$ cat src/hw/rtl/swbb_pkg.sv
`timescale 1ns / 1ps
// ----------------------------------------------------------------------------
// swbb_pkg: shared constants and types of the sliding window byte buffer
// Sizes, command and status codes, and the request that the controller
// hands to the byte-lane memory array.
// ----------------------------------------------------------------------------
package swbb_pkg;

  // Ring size in bytes; must be a power of two (16 .. 1M)
  localparam int BUF_BYTES = 4096;
  // Largest transfer of one transaction (1 .. LANES)
  localparam int MAX_BYTES = 8;

  localparam int BYTE_W = 8;
  localparam int LANES  = 8;
  localparam int LANE_W = $clog2(LANES);
  localparam int DATA_W = LANES * BYTE_W;
  localparam int POS_W  = 48;
  localparam int CNT_W  = 4;
  localparam int STAT_W = 2;

  localparam int IDX_W  = $clog2(BUF_BYTES);
  localparam int FILL_W = IDX_W + 1;
  localparam int ROWS   = BUF_BYTES / LANES;

  localparam logic [POS_W:0]    POS_END  = {1'b1, {POS_W{1'b0}}};
  localparam logic [POS_W:0]    BUF_EXT  = (POS_W + 1)'(BUF_BYTES);
  localparam logic [FILL_W-1:0] BUF_FILL = FILL_W'(BUF_BYTES);
  localparam logic [CNT_W-1:0]  MAX_CNT  = CNT_W'(MAX_BYTES);

  // Command codes
  localparam logic CMD_READ  = 1'b0;
  localparam logic CMD_WRITE = 1'b1;

  // Status codes
  localparam logic [STAT_W-1:0] STAT_OK     = 2'd0;
  localparam logic [STAT_W-1:0] STAT_BEHIND = 2'd1;
  localparam logic [STAT_W-1:0] STAT_NODATA = 2'd2;

  // One access of the byte-lane array: up to LANES bytes from ring index idx
  typedef struct packed {
    logic              en;
    logic              wr;
    logic [IDX_W-1:0]  idx;
    logic [CNT_W-1:0]  lump;
    logic [DATA_W-1:0] wdata;
  } mem_req_t;

endpackage

$ cat src/hw/rtl/swbb_ctrl.sv
`timescale 1ns / 1ps
// ----------------------------------------------------------------------------
// swbb_ctrl: window state and transaction sequencer
// Holds start, head, fill and stream length, walks each transaction through
// slide, head update, offset, ring index and memory access, and keeps the
// result register.
// ----------------------------------------------------------------------------
module swbb_ctrl import swbb_pkg::*; (
  input  logic              clk,
  input  logic              rst,
  input  logic              in_valid,
  output logic              in_ready,
  input  logic              command,
  input  logic [POS_W-1:0]  position,
  input  logic [CNT_W-1:0]  byte_count,
  input  logic [DATA_W-1:0] write_data,
  output logic              out_valid,
  input  logic              out_ready,
  output logic [DATA_W-1:0] read_data,
  output logic [CNT_W-1:0]  transferred,
  output logic [STAT_W-1:0] status,
  output logic [POS_W-1:0]  stream_length,
  output logic [POS_W-1:0]  window_start,
  output mem_req_t          mem_req,
  input  logic [DATA_W-1:0] mem_rdata
);

  localparam logic [2:0] S_IDLE  = 3'd0;
  localparam logic [2:0] S_SLIDE = 3'd1;
  localparam logic [2:0] S_HEAD  = 3'd2;
  localparam logic [2:0] S_ADDR  = 3'd3;
  localparam logic [2:0] S_INDEX = 3'd4;
  localparam logic [2:0] S_MEM   = 3'd5;
  localparam logic [2:0] S_RESP  = 3'd6;

  // Control and window state
  logic [2:0]        state;
  logic [IDX_W-1:0]  head;
  logic [FILL_W-1:0] fill;
  logic [POS_W-1:0]  start;
  logic [POS_W:0]    length;

  // Transaction registers
  logic              cmd;
  logic [POS_W-1:0]  pos;
  logic [CNT_W-1:0]  len;
  logic [POS_W:0]    end_pos;
  logic              behind;
  logic [DATA_W-1:0] wdata;
  logic              over;
  logic              slide_big;
  logic [FILL_W-1:0] slide_lo;
  logic [FILL_W-1:0] off;
  logic              nodata;
  logic [IDX_W-1:0]  idx;
  logic [FILL_W-1:0] room;
  logic [CNT_W-1:0]  len_r;
  logic [CNT_W-1:0]  lump;

  // Combinational values
  logic [CNT_W-1:0]  len_sat;
  logic [POS_W:0]    in_end;
  logic              in_clip;
  logic              in_behind;
  logic [POS_W:0]    clip_len;
  logic [POS_W:0]    lim;
  logic [POS_W:0]    slide;
  logic [POS_W:0]    start_slid;
  logic [POS_W:0]    diff;
  logic [FILL_W-1:0] sum_i;
  logic [FILL_W-1:0] avail;
  logic [CNT_W-1:0]  lump_c;
  logic              do_wr;
  logic [POS_W:0]    len_cand;
  logic [POS_W:0]    length_next;
  logic [FILL_W-1:0] off_end;
  logic [FILL_W-1:0] fill_next;
  logic              load;

  assign in_ready = (state == S_IDLE);
  assign load     = (state == S_RESP) && (!out_valid || out_ready);

  // Saturate the count and cut writes at the top of the position space
  assign len_sat   = (byte_count > MAX_CNT) ? MAX_CNT : byte_count;
  assign in_end    = {1'b0, position} + (POS_W + 1)'(len_sat);
  assign in_clip   = in_end > POS_END;
  assign clip_len  = POS_END - {1'b0, position};
  assign in_behind = position < start;

  // Slide of the window past its end
  assign lim        = {1'b0, start} + BUF_EXT;
  assign slide      = end_pos - lim;
  assign start_slid = end_pos - BUF_EXT;

  // Offset into the window and ring index
  assign diff  = {1'b0, pos} - {1'b0, start};
  assign sum_i = {1'b0, head} + off;
  assign avail = fill - off;

  // Bytes moved: zero if rejected or no data, else clamp to room to ring end
  always_comb begin
    if ((cmd == CMD_WRITE && behind) || nodata) begin
      lump_c = '0;
    end else if (FILL_W'(len_r) > room) begin
      lump_c = room[CNT_W-1:0];
    end else begin
      lump_c = len_r;
    end
  end

  // Fill and stream length after a write
  assign do_wr       = (cmd == CMD_WRITE) && !behind && (lump != '0);
  assign len_cand    = {1'b0, pos} + (POS_W + 1)'(lump);
  assign length_next = (do_wr && len_cand > length) ? len_cand : length;
  assign off_end     = off + FILL_W'(lump);
  assign fill_next   = (do_wr && off_end > fill) ? off_end : fill;

  // Memory access issued in the access step
  always_comb begin
    mem_req.en    = (state == S_MEM);
    mem_req.wr    = (cmd == CMD_WRITE) && !behind;
    mem_req.idx   = idx;
    mem_req.lump  = lump_c;
    mem_req.wdata = wdata;
  end

  // Sequencer and window state
  always_ff @(posedge clk) begin
    if (rst) begin
      state     <= S_IDLE;
      head      <= '0;
      fill      <= '0;
      start     <= '0;
      length    <= '0;
      out_valid <= 1'b0;
    end else begin
      if (out_valid && out_ready && !load) begin
        out_valid <= 1'b0;
      end
      case (state)
        S_IDLE: begin
          if (in_valid) begin
            cmd    <= command;
            wdata  <= write_data;
            behind <= in_behind;
            if ((command == CMD_WRITE) && in_clip) begin
              len     <= clip_len[CNT_W-1:0];
              end_pos <= POS_END;
            end else begin
              len     <= len_sat;
              end_pos <= in_end;
            end
            if (command == CMD_WRITE) begin
              pos <= position;
            end else begin
              pos <= in_behind ? start : position;
            end
            state <= S_SLIDE;
          end
        end
        S_SLIDE: begin
          over      <= (cmd == CMD_WRITE) && !behind && (end_pos > lim);
          slide_big <= |slide[POS_W:FILL_W];
          slide_lo  <= slide[FILL_W-1:0];
          if ((cmd == CMD_WRITE) && !behind && (end_pos > lim)) begin
            start <= start_slid[POS_W-1:0];
          end
          state <= S_HEAD;
        end
        S_HEAD: begin
          if (over) begin
            if (slide_big || slide_lo >= fill) begin
              head <= '0;
              fill <= '0;
            end else begin
              head <= head + slide_lo[IDX_W-1:0];
              fill <= fill - slide_lo;
            end
          end
          state <= S_ADDR;
        end
        S_ADDR: begin
          off    <= diff[FILL_W-1:0];
          nodata <= (cmd == CMD_READ) &&
                    ((|diff[POS_W:FILL_W]) || (diff[FILL_W-1:0] >= fill));
          state  <= S_INDEX;
        end
        S_INDEX: begin
          idx <= sum_i[IDX_W-1:0];
          if (sum_i[IDX_W]) begin
            room <= {1'b0, head} - {1'b0, sum_i[IDX_W-1:0]};
          end else begin
            room <= BUF_FILL - {1'b0, sum_i[IDX_W-1:0]};
          end
          if ((cmd == CMD_READ) && (FILL_W'(len) > avail)) begin
            len_r <= avail[CNT_W-1:0];
          end else begin
            len_r <= len;
          end
          state <= S_MEM;
        end
        S_MEM: begin
          lump  <= lump_c;
          state <= S_RESP;
        end
        S_RESP: begin
          if (load) begin
            fill      <= fill_next;
            length    <= length_next;
            out_valid <= 1'b1;
            state     <= S_IDLE;
          end
        end
        default: begin
          state <= S_IDLE;
        end
      endcase
    end
  end

  // Result register
  always_ff @(posedge clk) begin
    if (load) begin
      read_data     <= mem_rdata;
      transferred   <= lump;
      stream_length <= length_next[POS_W-1:0];
      window_start  <= start;
      if ((cmd == CMD_WRITE) && behind) begin
        status <= STAT_BEHIND;
      end else if (nodata) begin
        status <= STAT_NODATA;
      end else begin
        status <= STAT_OK;
      end
    end
  end

endmodule

$ cat config.mk
export PLATFORM = sky130hd
export DESIGN_NAME = swbb_ctrl
export DESIGN_NICKNAME = d
export VERILOG_FILES = /design/src/hw/rtl/swbb_pkg.sv /design/src/hw/rtl/swbb_ctrl.sv
export SDC_FILE = /design/constraint.sdc
export NUM_CORES = 1
export LEC_CHECK = 0
export BUFFER_PORTS_ARGS = -buffer_cell sky130_fd_sc_hd__buf_2
export CAP_MARGIN = 30
export CORE_MARGIN = 2
export CORE_UTILIZATION = 35
export DETAILED_ROUTE_END_ITERATION = 8
export HOLD_SLACK_MARGIN = 0.06
export PLACE_DENSITY_LB_ADDON = 0.05
export REMOVE_ABC_BUFFERS = 1
export SYNTH_ARGS = -nofsm -noshare
export SYNTH_HDL_FRONTEND = slang
export SYNTH_SLANG_ARGS = --single-unit
$ cat constraint.sdc
create_clock -name clk -period 17.5 [get_ports clk]
set_clock_uncertainty 0.1 [all_clocks]
set_input_delay 0.875 -clock clk [delete_from_list [all_inputs] [get_ports clk]]
set_output_delay 0.875 -clock clk [all_outputs]
set_load 0.1 [all_outputs]
==> reports/results.ini, run 1 <==
[die]
coreArea_mm2=0.0953
num_io_pins=435
die_area_mm2=0.0990
rows=113
die_h_um=315
start_util=0.354
die_x_um=315

[grt]
antenna_found_initial=30
grt_pass1_vias=26400
grt_first_pass_wirelength_mm=169
grt_max_degree=84
grt-ovfl-total=0
gr-usage-all-layers=0.227

[place]
place_area_mm2=0.0373
hpwlAfterDp_mm=91.5
placed_cells=5025
port-buffer-count=434
gp_congestion=0.914

[timing]
tns_ps=0
fmax_ghz=0.147
relSlewSlack=0.315
worst_hold_slack_ps=299
finalHoldViolCount=0
worst_pin_slew_ps=1010
fin_crit_ps=6790
setup_viol=0
rsz0062_at_grt=false
period_share=0.388
finalMaxSlewViolations=0

[clocking]
cts_buffer_depth=3
insertion_delay_ps=650
path_clk_slew_ps=60
ctsHtreeMaxLevel=3
clockRootBuffer=clkbuf_16
cts.sinks=521
numCtsBuffers=68
cts_setup_buffers=0
cts_tree=yes
post_cts_resized=0
hold_buffers=0

[cells_and_area]
finalInstanceArea_mm2=0.0395
drive_above_1_share=0.174
final_nets=4328
syn2layout_area_growth_pct=17.1
final_cells=5160

[min_path]
hold_depth=1
min_path_type=input pin to flip-flop

[synth]
yosysWarnings=0
syn_area_mm2=0.0338
synth_ff_type=edfxtp_1
synth_edf_count=395
synth_cell_type_count=88
avgSynthCellArea_um2=9.87
yosysSeqAreaShare=0.426
async_flop_share=0
synth-seq-cells=521
postSynthCellCount=3420

[drt]
vias_per_cell=5.32
wl_per_cell_um=22.3
postRouteAntennaNets=0
drt_iter0_markers=1998
drt_pre_antenna_iters=5
routed_wl_mm=115
remaining_drc_errors=0
vias=27400

[worst_setup_path]
arrival_ps=7250
reg2reg_depth=20
endpoint_kind=flip-flop
crit_path_start_kind=flip-flop
reg2reg_slack_ps=10710
critPathKind=flip-flop to flip-flop
cp_max_fo=68
cp.required_ps=17960

[power]
report.power.total_mw=3.33
leakage_nw=15.1
powerDensity_mw_per_mm2=84.2
vdd_drop_max_uv=68.7

[outcome]
outcome=completed

[job]
cap_viol_max_count=0

## cells in the mapped netlist (34+ instances only)
master	n	share of area
edfxtp_1	395	0.35
nor2_1	308	0.034
ha_1	302	0.11
nand2_1	253	0.028
inv_1	235	0.026
a21oi_1	200	0.030
xnor2_1	178	0.046
o21ai_0	154	0.023
dfxtp_1	126	0.075
nand3_1	108	0.016
a21o_1	103	0.023
clkbuf_1	86	0.0096
xor2_1	85	0.022
mux2i_1	84	0.025
nand4_1	84	0.016
nor3_1	70	0.010
a211oi_1	53	0.012
mux2_2	53	0.018
nor2b_1	45	0.0083
and3_1	44	0.0082
nand2b_1	39	0.0072
nor4_1	34	0.0063
## worst max-delay path, cell delays in order, from the launching register on
cell and delay, ps:
dfxtp_1 490, inv_1 150, nor3_1 340, and3_1 260, nand3_1 110, nor3_1 670, nand3_1 180, xnor2_1 160
ha_1 430, nand2_1 140, or3_1 390, o31ai_1 290, nand2_1 100, nand3_2 160, o21a_1 180, a221o_1 190
nand2b_1 220, a2111oi_4 830, buf_4 850, nor2_1 140, a211oi_2 230
## cells in the final DEF, fill, tap and decap left out, drive strengths merged, types with 10 or more instances in the layout
cell     count
o21ai      158
nor3        72
o31ai       10
mux2        53
and4        14
clkinv      19
and2        29
or3         11
mux2i       84
o221ai      10
or4         12
a211oi      74
edfxtp     395
nand3      110
clkbuf      93
o41ai       10
and3        44
nor2       309
buf        459
o21bai      24
dfxtp      126
or2         10
xor2        85
o21a        24
a21o       103
o211ai      21
nand2      253
fa          10
inv        240
nand3b      11
a21oi      201
nand2b      39
nor4        36
nor2b       45
a2111oi     11
xnor2      178
ha         302
a31oi       14
o22ai       11
nand4       86
## through the flow
step | worst slack [ps] | utilization
floorplan | 6310 | -
global placement | 10970 | 0.391
detailed placement | 10800 | 0.391
CTS | 10790 | 0.415
global route | 10150 | 0.415
finish | 10710 | 0.415
## final timing paths
kind	from	end
setup reg to reg	start[14]$_SDFFE_PP0P_	start[33]$_SDFFE_PP0P_
hold / removal	mem_rdata[41]	read_data[41]$_DFFE_PP_
hold reg to reg	length[32]$_SDFFE_PP0P_	length[32]$_SDFFE_PP0P_
setup / recovery	start[14]$_SDFFE_PP0P_	start[33]$_SDFFE_PP0P_
## cell families after synthesis
group / after synthesis / synth area share
muxes: 137 / 0.0426
and+or+nand+nor: 1094 / 0.159
AOI/OAI and AO/OA: 738 / 0.145
adders and majority gates: 312 / 0.118
buffers and inverters: 355 / 0.0413
xor gates and xnor gates: 263 / 0.0682
DFF: 521 / 0.426
## routing by layer
layer | GRT usage | vias to the layer above | part of all wire
met5 | 0 | - | 0.0015
met4 | 0.0802 | 28 | 0.035
met3 | 0.0482 | 187 | 0.065
met2 | 0.378 | 811 | 0.47
met1 | 0.290 | 13000 | 0.42
li1 | - | 13400 | -
## power by group
part / internal, mW / switching, mW / total, mW
registers: 1.37 / 0.0344 / 1.40
clock network: 0.826 / 0.581 / 1.41
logic: 0.173 / 0.349 / 0.522
total: 2.37 / 0.964 / 3.33
## flip-flops by register name, indices dropped and copies added (netlist names), 12 cells and up
name / count
read_data: 64
wdata: 64
end_pos: 49
length: 49
pos: 48
start: 48
stream_length: 48
window_start: 48
fill: 13
off: 13
room: 13
slide_lo: 13
head: 12
idx: 12
## layout make-up
class,instances,area (µm²)
multi-input cells,2544,18000
well taps,1265,1580
inverters,235,882
flip-flops and latches,521,14400
clock buffers,92,1850
fillers,9647,55800
repair buffers,461,2400
diodes,9,22.5
clock inverters,33,365
(Power assumes the default switching activity.)
==> inputs of run 2 (changes only) <==
==> constraint.sdc (replaced) <==
create_clock -name clk -period 6.7 [get_ports clk]
set_clock_uncertainty 0.1 [all_clocks]
set_input_delay 0.335 -clock clk [delete_from_list [all_inputs] [get_ports clk]]
set_output_delay 0.335 -clock clk [all_outputs]
set_load 0.1 [all_outputs]
==> reports/results.ini, run 2 (synthesis results as in run 1) <==
[drt]
routed_wl_mm=117
drt_pre_antenna_iters=6
remaining_drc_errors=0
vias=28100
vias_per_cell=5.25
postRouteAntennaNets=0
wl_per_cell_um=22.0
drt_iter0_markers=2279

[worst_setup_path]
arrival_ps=6310
reg2reg_slack_ps=660
r2r_end=slide_big$_DFFE_PP_
critPathKind=flip-flop to flip-flop
cp-startpoint=start[14]$_SDFFE_PP0P_
cp.required_ps=6970
endpoint_kind=flip-flop
reg2reg_from=start[14]$_SDFFE_PP0P_
crit_end=slide_big$_DFFE_PP_
crit_path_start_kind=flip-flop
reg2reg_depth=21
cp_max_fo=7

[clocking]
cts_buffer_depth=3
clockRootBuffer=clkbuf_16
numCtsBuffers=68
path_clk_slew_ps=60
cts_setup_buffers=0
hold_buffers=173
ctsHtreeMaxLevel=3
cts.sinks=521
insertion_delay_ps=650
post_cts_resized=0
cts_tree=yes

[cells_and_area]
fillCellCount=9426
reg.largest.list=read_data x64, wdata x64
finalInstanceArea_mm2=0.0414
final_util=0.435
syn2layout_area_growth_pct=22.7
drive_above_1_share=0.172
final_cell_mix=buf_2 (433), edfxtp_1 (395), nor2_1 (308)
final_cells=5347
final_nets=4516
final_common_cell=buf_2

[power]
switchingPower_mw=2.54
leakage_nw=15.9
p_sw_frac=0.288
p_clk_frac=0.421
combPwrFrac=0.165
powerDensity_mw_per_mm2=213
internal-power_mw=6.29
seqPwrFrac=0.413
vdd_drop_max_uv=174

[grt]
gr-usage-all-layers=0.232
grt_pass1_vias=27600
grt_max_degree=116
grt_first_pass_wirelength_mm=173
grt-ovfl-total=0
antenna_found_initial=13

[timing]
finalHoldViolCount=0
period_share=0.902
relSlewSlack=0.409
rsz0062_at_grt=false
tns_ps=0
setup_viol=0
worst_pin_slew_ps=882
worst_hold_slack_ps=105
fin_crit_ps=6040
finalMaxSlewViolations=0
fmax_ghz=0.166

[place]
placed_cells=5039
gp_congestion=0.924
hpwlAfterDp_mm=91.9
port-buffer-count=434
place_area_mm2=0.0374

[die]
rows=113
die_h_um=315
num_io_pins=435
die_area_mm2=0.0990
die_x_um=315
coreArea_mm2=0.0953
start_util=0.354

[min_path]
min_path_type=input pin to flip-flop

[outcome]
outcome=completed

[job]
cap_viol_max_count=0

run 2: cell count changes in the layout (fill, tap and decap cells not counted), sizes merged:
cell           previous run  this run
dlygate4sd3               0       173
buf                     459       475
clkinv                   19        25
clkbuf                   93        88
clkinvlp                  4         2
clkdlybuf4s15             1         0
diode                     9         8
inv                     240       241
run 2: worst min path at each step:
stage	cells after the start	endpoint	from	slack (ps)
after floorplan	1	start[23]$_SDFFE_PP0P_	rst	300
after global placement	2	length[39]$_SDFFE_PP0P_	length[39]$_SDFFE_PP0P_	370
after global routing	3	pos[39]$_DFFE_PP_	position[39]	90
after CTS	3	pos[39]$_DFFE_PP_	position[39]	60
after detailed placement	2	length[15]$_SDFFE_PP0P_	length[15]$_SDFFE_PP0P_	380
final	3	pos[39]$_DFFE_PP_	position[39]	110
run 2: layer usage:
metal  vias up  GRT usage  routed length, µm
met5         -          0                 96
met4        16     0.0909               4730
met3       195     0.0397               6190
met2       808      0.386              55300
met1     13300      0.300              51100
li1      13800          -                  -
run 2: worst max-delay path: stages, from the launching register on:
cell and delay [ps]:
dfxtp_1 470, inv_1 130, nor3_1 320, and3_1 260, nand3_1 120, nor3_1 600
nand3_1 270, or3_1 440, nor3_1 210, xnor2_1 160, ha_1 330, nand3b_1 110
o21ai_0 140, nor4_1 310, o2111ai_1 130, or4_1 540, nor4_1 280, o311ai_0 180
nor3_1 220, nand4_1 120, nor3_1 210, nand4b_1 120
run 2: final cells by class:
type | instances | area, µm² | share of cell area
diodes | 8 | 20.0 | 0.000483
clock buffers | 87 | 1900 | 0.0458
clock inverters | 38 | 352 | 0.00849
inverters | 235 | 882 | 0.0213
multi-input cells | 2544 | 18000 | 0.435
flip-flops and latches | 521 | 14400 | 0.347
well taps | 1265 | 1580 | 0.0382
repair buffers | 649 | 4270 | 0.103
run 2: power groups by stage:
stage | registers (mW) | logic [mW] | clock network, mW
6_report | 3.65 | 1.46 | 3.72
2_1_floorplan | 3.86 | 0.769 | 0
5_1_grt | 3.66 | 1.59 | 3.96
3_5_place_dp | 3.72 | 1.36 | 0
4_1_cts | 3.65 | 1.45 | 3.85
3_3_place_gp | 3.72 | 1.36 | 0
run 2: metrics by stage:
step,setup slack [ps],power (mW)
2_1_floorplan,-4390,4.63
3_3_place_gp,894,5.08
3_5_place_dp,666,5.08
4_1_cts,615,8.95
5_1_grt,196,9.21
6_report,659,8.83
